==> config.mk <==
export PLATFORM = sky130hd
export DESIGN_NAME = log_record_stream_decoder_core
export DESIGN_NICKNAME = d
export VERILOG_FILES = /design/src/rtl/lrsd_pkg.sv /design/src/rtl/log_record_stream_decoder_core.sv
export VERILOG_INCLUDE_DIRS = /design/src /design/src/rtl
export SDC_FILE = /design/constraint.sdc
export NUM_CORES = 2
export LEC_CHECK = 0
export ABC_CLOCK_PERIOD_IN_PS = 24300
export BUFFER_PORTS_ARGS = -buffer_cell sky130_fd_sc_hd__buf_2
export CELL_PAD_IN_SITES_DETAIL_PLACEMENT = 1
export CELL_PAD_IN_SITES_GLOBAL_PLACEMENT = 2
export CORE_UTILIZATION = 41
export DETAILED_ROUTE_END_ITERATION = 16
export HOLD_SLACK_MARGIN = 0.1
export PLACE_DENSITY_LB_ADDON = 0.1
export SLEW_MARGIN = 20
export SYNTH_ARGS = -nofsm -noshare
export SYNTH_HDL_FRONTEND = slang
export SYNTH_SLANG_ARGS = --single-unit
==> constraint.sdc <==
create_clock -name clk -period 24.3 [get_ports clk]
set_input_delay 3.645 -clock clk [delete_from_list [all_inputs] [get_ports clk]]
set_output_delay 3.645 -clock clk [all_outputs]
set_load 0.005 [all_outputs]
==> src/rtl/assert_macros.svh <==
// ----------------------------------------------------------------------------
// Assertion macros
// Shared concurrent assertion helpers for the RTL.
// ----------------------------------------------------------------------------
`ifndef ASSERT_MACROS_SVH
`define ASSERT_MACROS_SVH

// Implication checked on every clock edge outside reset.
`define ASSERT_IMPL(label, clk, rst, ante, cons) \
  label: assert property (@(posedge clk) disable iff (rst) (ante) |-> (cons)) \
    else $error("assertion failed");

// Implication whose consequent is checked in the cycle after the antecedent.
`define ASSERT_NEXT(label, clk, rst, ante, cons) \
  label: assert property (@(posedge clk) disable iff (rst) (ante) |=> (cons)) \
    else $error("assertion failed");

`endif

==> src/rtl/lrsd_pkg.sv <==
// ----------------------------------------------------------------------------
// Log record stream decoder package
// Types, codes and the CRC-32 byte update shared by the decoder.
// ----------------------------------------------------------------------------
package lrsd_pkg;

  localparam int unsigned HeaderBytes = 28;
  localparam logic [31:0] CrcOnes     = 32'hFFFF_FFFF;
  localparam logic [31:0] CrcPoly     = 32'hEDB8_8320;
  localparam int unsigned MetaBytes   = 16;
  localparam int unsigned MetaCrcSpan = 12;

  typedef enum logic [1:0] {
    PH_HEADER   = 2'd0,
    PH_TLV_HDR  = 2'd1,
    PH_TLV_BODY = 2'd2,
    PH_PAYLOAD  = 2'd3
  } phase_t;

  typedef enum logic [1:0] {
    KIND_KEY     = 2'd0,
    KIND_PAYLOAD = 2'd1,
    KIND_SUMMARY = 2'd2
  } kind_t;

  typedef enum logic [2:0] {
    ST_OK          = 3'd0,
    ST_HEADER      = 3'd1,
    ST_EXTENSION   = 3'd2,
    ST_META_CRC    = 3'd3,
    ST_VERSION     = 3'd4,
    ST_EMPTY       = 3'd5,
    ST_PAYLOAD_CRC = 3'd6
  } status_t;

  typedef enum logic [2:0] {
    REG_MAGIC    = 3'd0,
    REG_KEY_TYPE = 3'd1,
    REG_META_TYPE = 3'd2,
    REG_LEGACY   = 3'd3,
    REG_CURRENT  = 3'd4,
    REG_EXT_LIM  = 3'd5,
    REG_KEY_LIM  = 3'd6
  } reg_idx_t;

  // Reflected CRC-32 update over one byte (eight shift steps).
  function automatic logic [31:0] crc_byte(input logic [31:0] crc, input logic [7:0] b);
    logic [31:0] c;
    c = crc ^ {24'd0, b};
    for (int i = 0; i < 8; i++) begin
      c = c[0] ? ((c >> 1) ^ CrcPoly) : (c >> 1);
    end
    return c;
  endfunction

endpackage

==> src/rtl/log_record_stream_decoder_core.sv <==
// ----------------------------------------------------------------------------
// Log record stream decoder core
// Byte-serial decoder for length-prefixed log records with TLV extensions.
// ----------------------------------------------------------------------------
// Usage: record bytes enter on s_axis (tdata = data_byte, tlast = last_byte),
// one byte per transfer. Results leave on m_axis: tuser = item_kind, tlast =
// end_of_record, tdata carries out_byte, status, record_id, record_flags,
// version, enqueue_time and payload_length. Hash key and payload bytes are
// forwarded as they pass; the last byte of a run adds a summary item.
// Each byte is decoded in the cycle of its transfer and its results enter a
// three-entry registered output queue, whose head drives m_axis.
// Throughput is one byte per cycle while the receiver keeps up: s_axis_tready
// is high while at most one result waits, which leaves room for the up to two
// results of the next byte. The rate is set by the single CRC update per byte.
// Configuration is written on cfg (cfg_index, cfg_data); the user must write it
// only while the block is idle, which the block itself does not enforce. Reset
// clears the record state, the queue and the registers to their defaults. A stalled
// receiver fills the queue and then holds s_axis_tready low; nothing is dropped.
// ----------------------------------------------------------------------------
module log_record_stream_decoder_core
  import lrsd_pkg::*;
(
  input  logic         clk,
  input  logic         rst,
  input  logic         s_axis_tvalid,
  output logic         s_axis_tready,
  input  logic [7:0]   s_axis_tdata,   // data_byte
  input  logic         s_axis_tlast,   // last_byte
  output logic         m_axis_tvalid,
  input  logic         m_axis_tready,
  // out_byte[7:0], status[10:8], record_id[74:11], record_flags[106:75],
  // version[138:107], enqueue_time[202:139], payload_length[234:203], pad
  output logic [239:0] m_axis_tdata,
  output logic [1:0]   m_axis_tuser,   // item_kind
  output logic         m_axis_tlast,   // end_of_record
  input  logic         cfg_valid,
  output logic         cfg_ready,
  input  logic [2:0]   cfg_index,
  input  logic [31:0]  cfg_data
);

`include "assert_macros.svh"

  typedef struct packed {
    logic [1:0]   kind;
    logic [234:0] data;
    logic         last;
  } res_t;

  // Configuration registers.
  logic [31:0] record_magic, legacy_version, current_version;
  logic [7:0]  key_ext_type, meta_ext_type;
  logic [15:0] ext_limit, key_limit;

  assign cfg_ready = 1'b1;

  always_ff @(posedge clk) begin
    if (rst) begin
      record_magic <= '0; key_ext_type <= 8'd1; meta_ext_type <= 8'd2;
      legacy_version <= 32'd1; current_version <= 32'd2;
      ext_limit <= 16'd1024; key_limit <= 16'd256;
    end else if (cfg_valid) begin
      case (reg_idx_t'(cfg_index))
        REG_MAGIC:     record_magic <= cfg_data;
        REG_KEY_TYPE:  key_ext_type <= cfg_data[7:0];
        REG_META_TYPE: meta_ext_type <= cfg_data[7:0];
        REG_LEGACY:    legacy_version <= cfg_data;
        REG_CURRENT:   current_version <= cfg_data;
        REG_EXT_LIM:   ext_limit <= cfg_data[15:0];
        REG_KEY_LIM:   key_limit <= cfg_data[15:0];
        default: ;
      endcase
    end
  end

  // Record state.
  phase_t      phase, phase_next;
  logic [31:0] byte_count, byte_count_next;
  logic [31:0] declared_length, declared_length_next;
  logic [31:0] declared_crc, declared_crc_next;
  logic [31:0] ext_remaining, ext_remaining_next;
  logic [63:0] id_word, id_word_next;
  logic [31:0] flag_word, flag_word_next;
  logic [31:0] running_crc, running_crc_next;
  logic [31:0] meta_crc, meta_crc_next;
  logic [7:0]  tlv_type, tlv_type_next;
  logic [15:0] tlv_remaining, tlv_remaining_next;
  logic [7:0]  meta_shift [MetaBytes];
  logic        seen_key, seen_key_next, seen_meta, seen_meta_next;
  logic        magic_ok, magic_ok_next;
  status_t     first_error, first_error_next;
  logic [1:0]  hdr_pos, hdr_pos_next;
  logic [31:0] payload_count, payload_count_next;

  logic        meta_we;
  logic [3:0]  meta_wa;

  // Output queue.
  res_t       q [3];
  res_t       q_next [3];
  logic [1:0] q_cnt, q_cnt_next;
  logic       take, pop;
  logic       emit_v, sum_v;
  res_t       emit_r, sum_r;

  assign s_axis_tready = (q_cnt <= 2'd1);
  assign take = s_axis_tvalid && s_axis_tready;
  assign pop  = m_axis_tvalid && m_axis_tready;

  // Byte decoder.
  always_comb begin
    logic [7:0]  b;
    logic [31:0] pos, mver, mcrc, ver_out;
    logic [63:0] etime;
    logic [3:0]  mp;
    logic [32:0] need;
    logic [31:0] crc_fin;
    logic [2:0]  st;
    logic        after;
    b = s_axis_tdata;
    pos = byte_count;
    phase_next = phase; byte_count_next = byte_count;
    declared_length_next = declared_length; declared_crc_next = declared_crc;
    ext_remaining_next = ext_remaining; id_word_next = id_word;
    flag_word_next = flag_word; running_crc_next = running_crc;
    meta_crc_next = meta_crc; tlv_type_next = tlv_type;
    tlv_remaining_next = tlv_remaining; seen_key_next = seen_key;
    seen_meta_next = seen_meta; magic_ok_next = magic_ok;
    first_error_next = first_error; hdr_pos_next = hdr_pos;
    payload_count_next = payload_count;
    meta_we = 1'b0; meta_wa = 4'd0; mp = 4'd0;
    emit_v = 1'b0; emit_r = '0; sum_v = 1'b0; sum_r = '0;
    after = 1'b0; st = ST_OK;
    mver = {meta_shift[3], meta_shift[2], meta_shift[1], meta_shift[0]};
    mcrc = {meta_shift[15], meta_shift[14], meta_shift[13], meta_shift[12]};
    need = 33'(HeaderBytes) + {1'b0, ext_remaining_next};
    crc_fin = '0; ver_out = '0; etime = '0;

    if (byte_count != CrcOnes) byte_count_next = byte_count + 32'd1;
    if (phase != PH_HEADER && first_error == ST_OK && pos >= declared_length)
      first_error_next = ST_HEADER;

    if (first_error_next == ST_OK) begin
      case (phase)
        PH_HEADER: begin
          if (pos < 32'd4) begin
            if (b != record_magic[8*pos[1:0] +: 8]) magic_ok_next = 1'b0;
          end else if (pos < 32'd8) begin
            declared_length_next[8*pos[1:0] +: 8] = b;
          end else if (pos < 32'd16) begin
            id_word_next[8*pos[2:0] +: 8] = b;
          end else if (pos < 32'd20) begin
            flag_word_next[8*pos[1:0] +: 8] = b;
          end else if (pos < 32'd24) begin
            declared_crc_next[8*pos[1:0] +: 8] = b;
          end else begin
            ext_remaining_next[8*pos[1:0] +: 8] = b;
          end
          need = 33'(HeaderBytes) + {1'b0, ext_remaining_next};
          if (pos == 32'(HeaderBytes - 1)) begin
            if (!magic_ok_next || ext_remaining_next > {16'd0, ext_limit} ||
                {1'b0, declared_length_next} < need)
              first_error_next = ST_HEADER;
            after = 1'b1;
          end
        end
        PH_TLV_HDR: begin
          case (hdr_pos)
            2'd0: begin
              if (ext_remaining < 32'd4) first_error_next = ST_EXTENSION;
              tlv_type_next = b;
              tlv_remaining_next = '0;
            end
            2'd2: tlv_remaining_next = {8'd0, b};
            2'd3: tlv_remaining_next = {b, tlv_remaining[7:0]};
            default: ;
          endcase
          ext_remaining_next = ext_remaining - 32'd1;
          hdr_pos_next = hdr_pos + 2'd1;
          if (first_error_next == ST_OK && hdr_pos == 2'd3) begin
            if ({16'd0, tlv_remaining_next} > ext_remaining_next) begin
              first_error_next = ST_EXTENSION;
            end else if (tlv_type_next == key_ext_type) begin
              if (seen_key || tlv_remaining_next == 16'd0 || tlv_remaining_next > key_limit)
                first_error_next = ST_EXTENSION;
              seen_key_next = 1'b1;
            end else if (tlv_type_next == meta_ext_type) begin
              if (seen_meta || tlv_remaining_next != 16'(MetaBytes))
                first_error_next = ST_EXTENSION;
              seen_meta_next = 1'b1;
              meta_crc_next = CrcOnes;
            end
            if (first_error_next == ST_OK) begin
              if (tlv_remaining_next == 16'd0) after = 1'b1;
              else phase_next = PH_TLV_BODY;
            end
          end
        end
        PH_TLV_BODY: begin
          ext_remaining_next = ext_remaining - 32'd1;
          mp = 4'(16'(MetaBytes) - tlv_remaining);
          if (tlv_type == key_ext_type) begin
            emit_v = 1'b1;
            emit_r.kind = KIND_KEY;
          end else if (tlv_type == meta_ext_type) begin
            meta_we = take; meta_wa = mp;
            if (mp < 4'(MetaCrcSpan)) meta_crc_next = crc_byte(meta_crc, b);
          end
          tlv_remaining_next = tlv_remaining - 16'd1;
          if (tlv_remaining_next == 16'd0) begin
            if (tlv_type != key_ext_type && tlv_type == meta_ext_type) begin
              // The final metadata byte is the top CRC byte (position 15).
              mcrc = {b, meta_shift[14], meta_shift[13], meta_shift[12]};
              if ((meta_crc_next ^ CrcOnes) != mcrc) first_error_next = ST_META_CRC;
              else if (mver != legacy_version && mver != current_version)
                first_error_next = ST_VERSION;
            end
            after = 1'b1;
          end
        end
        default: begin
          running_crc_next = crc_byte(running_crc, b);
          payload_count_next = payload_count + 32'd1;
          emit_v = 1'b1;
          emit_r.kind = KIND_PAYLOAD;
        end
      endcase
    end
    if (after) begin
      phase_next = (ext_remaining_next == 32'd0) ? PH_PAYLOAD : PH_TLV_HDR;
      hdr_pos_next = 2'd0;
    end
    if (first_error_next != ST_OK) emit_v = 1'b0;
    emit_r.data[7:0] = b;

    // Summary on the final byte.
    if (s_axis_tlast) begin
      crc_fin = running_crc_next ^ CrcOnes;
      if (byte_count_next < 32'(HeaderBytes) || byte_count_next != declared_length_next)
        st = ST_HEADER;
      else if (first_error_next != ST_OK) st = first_error_next;
      else if (phase_next != PH_PAYLOAD) st = ST_HEADER;
      else if (payload_count_next == 32'd0) st = ST_EMPTY;
      else if (crc_fin != declared_crc_next) st = ST_PAYLOAD_CRC;
      else st = ST_OK;
      ver_out = seen_meta_next ? mver : legacy_version;
      etime = seen_meta_next ? {meta_shift[11], meta_shift[10], meta_shift[9],
                                meta_shift[8], meta_shift[7], meta_shift[6],
                                meta_shift[5], meta_shift[4]} : 64'd0;
      sum_v = 1'b1;
      sum_r.kind = KIND_SUMMARY;
      sum_r.last = 1'b1;
      sum_r.data[10:8] = st;
      if (st == ST_OK) begin
        sum_r.data[74:11]   = id_word_next;
        sum_r.data[106:75]  = flag_word_next;
        sum_r.data[138:107] = ver_out;
        sum_r.data[202:139] = etime;
        sum_r.data[234:203] = payload_count_next;
      end
    end
  end

  // Record state registers.
  always_ff @(posedge clk) begin
    if (rst || (take && s_axis_tlast)) begin
      phase <= PH_HEADER; byte_count <= '0; declared_length <= '0;
      declared_crc <= '0; ext_remaining <= '0; id_word <= '0; flag_word <= '0;
      running_crc <= CrcOnes; meta_crc <= CrcOnes; tlv_type <= '0;
      tlv_remaining <= '0; seen_key <= 1'b0; seen_meta <= 1'b0;
      magic_ok <= 1'b1; first_error <= ST_OK; hdr_pos <= '0; payload_count <= '0;
    end else if (take) begin
      phase <= phase_next; byte_count <= byte_count_next;
      declared_length <= declared_length_next; declared_crc <= declared_crc_next;
      ext_remaining <= ext_remaining_next; id_word <= id_word_next;
      flag_word <= flag_word_next; running_crc <= running_crc_next;
      meta_crc <= meta_crc_next; tlv_type <= tlv_type_next;
      tlv_remaining <= tlv_remaining_next; seen_key <= seen_key_next;
      seen_meta <= seen_meta_next; magic_ok <= magic_ok_next;
      first_error <= first_error_next; hdr_pos <= hdr_pos_next;
      payload_count <= payload_count_next;
    end
  end

  // Metadata byte store.
  always_ff @(posedge clk) begin
    if (meta_we) meta_shift[meta_wa] <= s_axis_tdata;
  end

  // Output queue: the head leaves on a transfer, new results append behind
  // whatever remains.
  always_comb begin
    logic [1:0] n;
    q_next = q;
    n = q_cnt;
    if (pop) begin
      q_next[0] = q[1];
      q_next[1] = q[2];
      n = q_cnt - 2'd1;
    end
    if (take && emit_v) begin
      q_next[n] = emit_r;
      n = n + 2'd1;
    end
    if (take && sum_v) begin
      q_next[n] = sum_r;
      n = n + 2'd1;
    end
    q_cnt_next = n;
  end

  always_ff @(posedge clk) begin
    if (rst) begin
      q_cnt <= '0;
    end else begin
      q_cnt <= q_cnt_next;
      q <= q_next;
    end
  end

  assign m_axis_tvalid = (q_cnt != 2'd0);
  assign m_axis_tuser  = q[0].kind;
  assign m_axis_tlast  = q[0].last;
  assign m_axis_tdata  = {5'd0, q[0].data};

  `ASSERT_IMPL(a_q_full_stall, clk, rst, q_cnt == 2'd3, !s_axis_tready)
  `ASSERT_IMPL(a_last_is_sum, clk, rst, m_axis_tvalid && m_axis_tlast,
               m_axis_tuser == KIND_SUMMARY)
  `ASSERT_NEXT(a_sum_follows, clk, rst, take && s_axis_tlast, m_axis_tvalid)

endmodule

Word level (Yosys, flattened, before mapping)
Memories as Yosys holds them, arrays and structs flattened. Cells that the tools add are included.

Bits in registers: 1214. Memory bits (writable): 128. Bits of input ports: 49. Output and inout port bits: 246. Logic and storage cells: 340. Memories kept: 1.

$add $sub $neg: 12. Magnitude comparators: 18. Eq/ne operators: 29. Shifts and indexed selects: 5. Multiplexer cells: 164. Bitwise operators: 23. Reductions and logical operators: 54.

Memories: meta_shift (words 16, bits a word 8, rd ports 15, clocked after Yosys merged registers in 0, write ports 1, line log_record_stream_decoder_core.sv:88) `logic [7:0] meta_shift [MetaBytes];`.

Operators with widths (count): 32-bit two-way mux (58); 714-bit bitwise mux (2); 714-bit two-way mux (2); 238-bit demux with 2-bit select (2); 238-bit two-way mux (2); 476-bit two-way mux (1); 64-bit two-way mux (6); 229-bit two-way mux (1); 224-bit two-way mux (1); 13-bit inverter with 14-bit output (16); 32-bit != test (5); 32-bit bitwise mux (4); 32-bit by 5-bit < comparator with 1-bit output (second input constant) (4); 32-bit one-hot mux with 2 select lines (2); 3-bit two-way mux (27); 32-bit by 1-bit adder with 32-bit output (second input constant) (2); 64-bit bitwise mux (1); 32-bit logical NOT (2); 32-bit by 3-bit < comparator with 1-bit output (second input constant) (2); 32-bit inverter (2); 8-bit by 34-bit variable shift with 64-bit output (first input constant) (1); 8-bit by 34-bit variable part select with 64-bit output (1); 32-bit by 8-bit bitwise XOR with 32-bit output (2); 16-bit one-hot mux with 3 select lines (1); 57 further kinds (158).

Logic depth before layout (Yosys ltp)
Word-level depth: 40. Depth in mapped cells: 39. Gate-level depth less buffers: 32.

Worst setup path after synthesis
OpenSTA, ideal clock, no wires.

Path kind: input to register. Start point: input port rst. End point: register q (netlist bit m_axis_tdata[0]), enable pin. Setup time: 5.589 ns. Arrival: 16.803 ns. Data required time: 18.711 ns. Slack: 1.908 ns. Stages: 2. Buffers on the path: 1. Cell sequence: clkbuf_1 > clkinv_1.

RTL lines: start: declaration (line log_record_stream_decoder_core.sv:24) `input logic rst,`; end signal: assignment (line log_record_stream_decoder_core.sv:317) `q <= q_next;`; end: declaration (line log_record_stream_decoder_core.sv:99) `res_t q [3];`.

No word-level cell between the ends.

==> results.cfg <==
[sta]
fin_crit_sh_pct = 55.44
worst_slew_pin_slew_ps = 1340
period_needed_ps = 13470
fmax_mhz = 74.23
setup_viol = 0
slew_viol_final = 0
fin_skew_ps = 37.06
finalSetupTns_ps = 0
final-hold-violation-count = 0
layout_setup_ws_ps = 10830
slew_headroom_pct = 10.64
rsz0062_at_grt = false

[clock_tree]
cts_buffers = 163
tritoncts = yes
cts_hold_buf = 0
path_clk_slew_ps = 50
cts_resized = 0
insertion_delay_ps = 850
htreeDepth = 4
clockBufferDepth = 3
ctsRootBufferMaster = clkbuf_16
clkSinkCount = 1334
cts_setup_buffers = 0

[worst_setup_path]
cp.buffers_inverters = 10
worst-path-max-fanout = 62
timing.rr.end = q[76]
r2r_setup_slack_ps = 12690
path_class = in2reg
endpoint_kind = register
reg2reg_depth = 33
cp.required_ps = 24970
startpoint = s_axis_tdata[4]
cp_slowest_stage_delay_ps = 770
rr_startpoint = byte_count[0]
cp.depth = 35
cpMostUsedCell = buf_4
critical-path-top-delay-family = buffers and inverters
critPathArrivalTime_ps = 14140
slowest_stage = buf_4
cp-start-kind = input port

[job]
maxCapViolations = 0

[logic_synthesis]
netlist_area_sq_mm = 0.07981
synth_top_family_by_area = simple AND/OR/NAND/NOR gates
synthSimpleGateAreaFrac_pct = 17.11
synthTopCellsByArea = edfxtp_1 31%, dfxtp_1 13%, nand2_1 7.7%
ys_async_sr_fraction_pct = 0
synth_common_cells = 1628 x nand2_1, 834 x edfxtp_1, 545 x mux2i_1
yosysTopAreaCell = edfxtp_1
synth_edf_count = 834
synth_compound_area_share_pct = 16.14
netlist_instances = 8447
yosysSeqAreaShare_pct = 43.92
synth.most_common_cell = nand2_1
yosys.cell_types.count = 100
synth_top_flop_cell = edfxtp_1
postSynthAreaPerCell_sq_um = 9.448
synth_fa_ha_area_share_pct = 2.179
synth_warnings = 0
synthMuxAreaShare_pct = 8.740
synth_xor_area_share_pct = 5.456
ys_ff_latch = 1334
synth_top_area_share_pct = 31.38

[drt]
drt_iter0_drc = 5418
dr.pass1.iters = 5
ant_nets = 0
routed_wl_um = 290800
route.vias.total = 64610
drt-wirelength-per-cell_um = 26.78
drcViolationCount = 0
via_per_inst = 5.950

[final_layout]
area_growth_syn_to_layout_pct = 8.596
layout.nets = 8380
drive_gt1_share_pct = 15.00

[global_route]
grt_max_degree = 164
grt_use_total_pct = 28.74
grt-ovfl-total = 0
grt_first_pass_wirelength_um = 435100
grt_pass1_vias = 64870
antenna_found_initial = 13

[floorplan]
fp.dieH_um = 443.2
coreArea_sq_mm = 0.1930
die_w_um = 443.2
ioPinCount = 295
dieArea_sq_mm = 0.1964
start_util_pct = 41.35
num_rows = 161

[worst_hold_path]
worstHoldStart = flag_word[5]
worstHoldEndpoint = flag_word[5]
whs_path_depth = 2
hold_class = reg2reg

[placed_design]
io_buffers = 288
post-place-ws_ps = 10080
dp_hpwl_um = 193700
place_congestion = 0.9019

[power]
total_leakage_power_uw = 0.02928
p_per_area_mw_per_mm2 = 88.50
peakVddDrop_uv = 72.36

[outcome]
status = completed
==> worst max path at each step <==
stage                 endpoint  slack [ps]
3_5_place_dp             q[76]       10080
5_1_grt                  q[65]       10130
6_report                 q[76]       10830
4_1_cts                  q[53]       10980
3_3_place_gp             q[94]       10250
2_1_floorplan  m_axis_tdata[0]        1910
==> cell type report <==
class	count	area, sq um
timing repair buffer	457	2815
multi-input combinational	6104	39910
clock inverter	61	616.8
inverter	132	503.0
antenna	4	10.01
clock buffer	241	4594
fill	21540	106300
sequential	1334	35050
tap	2526	3161
==> metrics by stage <==
stage	instances	util [%]	total power, uW	hold WS [ps]	cell area (sq um)
final	10860	44.91	7670	447.1	86670
after global routing	10860	44.91	7979	469.9	86660
after CTS	10850	44.88	7723	450.4	86610
after detailed placement	10550	42.18	5269	443.6	81400
after global placement	10550	42.17	5196	434.1	81390
after floorplan	8451	-	4708	428.4	79820
==> power by group <==
group | internal [uW] | total (uW) | leakage (uW) | switching (uW)
logic | 874 | 2120 | 0.0146 | 1250
registers | 2880 | 3110 | 0.0122 | 230
clock network | 1380 | 2440 | 0.00253 | 1060
==> sequential cells by signal (all words and copies together), names as in the netlist, 64 cells and up <==
register,flops
id_word,64
m_axis_tdata,235
meta_shift,120
q,476
==> layer usage <==
metal	vias up	global-route usage, %	wire length [um]
li1	29800	-	-
met1	32920	41.29	137500
met2	1560	45.94	134400
met3	327	3.403	12970
met4	8	6.805	5865
met5	-	0	50
==> cells by family after synthesis <==
family	count (synthesis)
AND/OR/NAND/NOR	3054
AO/OA/AOI/OAI	1764
flip-flops	1334
buffers and inverters	1013
multiplexers	672
XOR/XNOR	469
adder cells (fa/ha/maj)	139
other	2
==> worst min-delay path: cells and delay by family, from the launching register on <==
family          cells  cell delay, ps
simple gates        1              50
flops               1             300
compound gates      1              50
==> cells in the final DEF (no fill, tap or decap), drive strengths merged, types with 119 or more instances in the layout <==
cell / synthesis / final
inv: 130 / 140
edfxtp: 834 / 834
a21oi: 432 / 432
xor2: 160 / 160
buf: 386 / 457
dfxtp: 500 / 500
nor3: 139 / 139
nand3: 340 / 340
xnor2: 293 / 293
o21ai: 468 / 468
clkbuf: 495 / 241
ha: 139 / 139
nand2: 1628 / 1628
o22ai: 425 / 425
nor2: 435 / 435
mux2: 119 / 119
mux2i: 545 / 545
(Power assumes the default switching activity.)
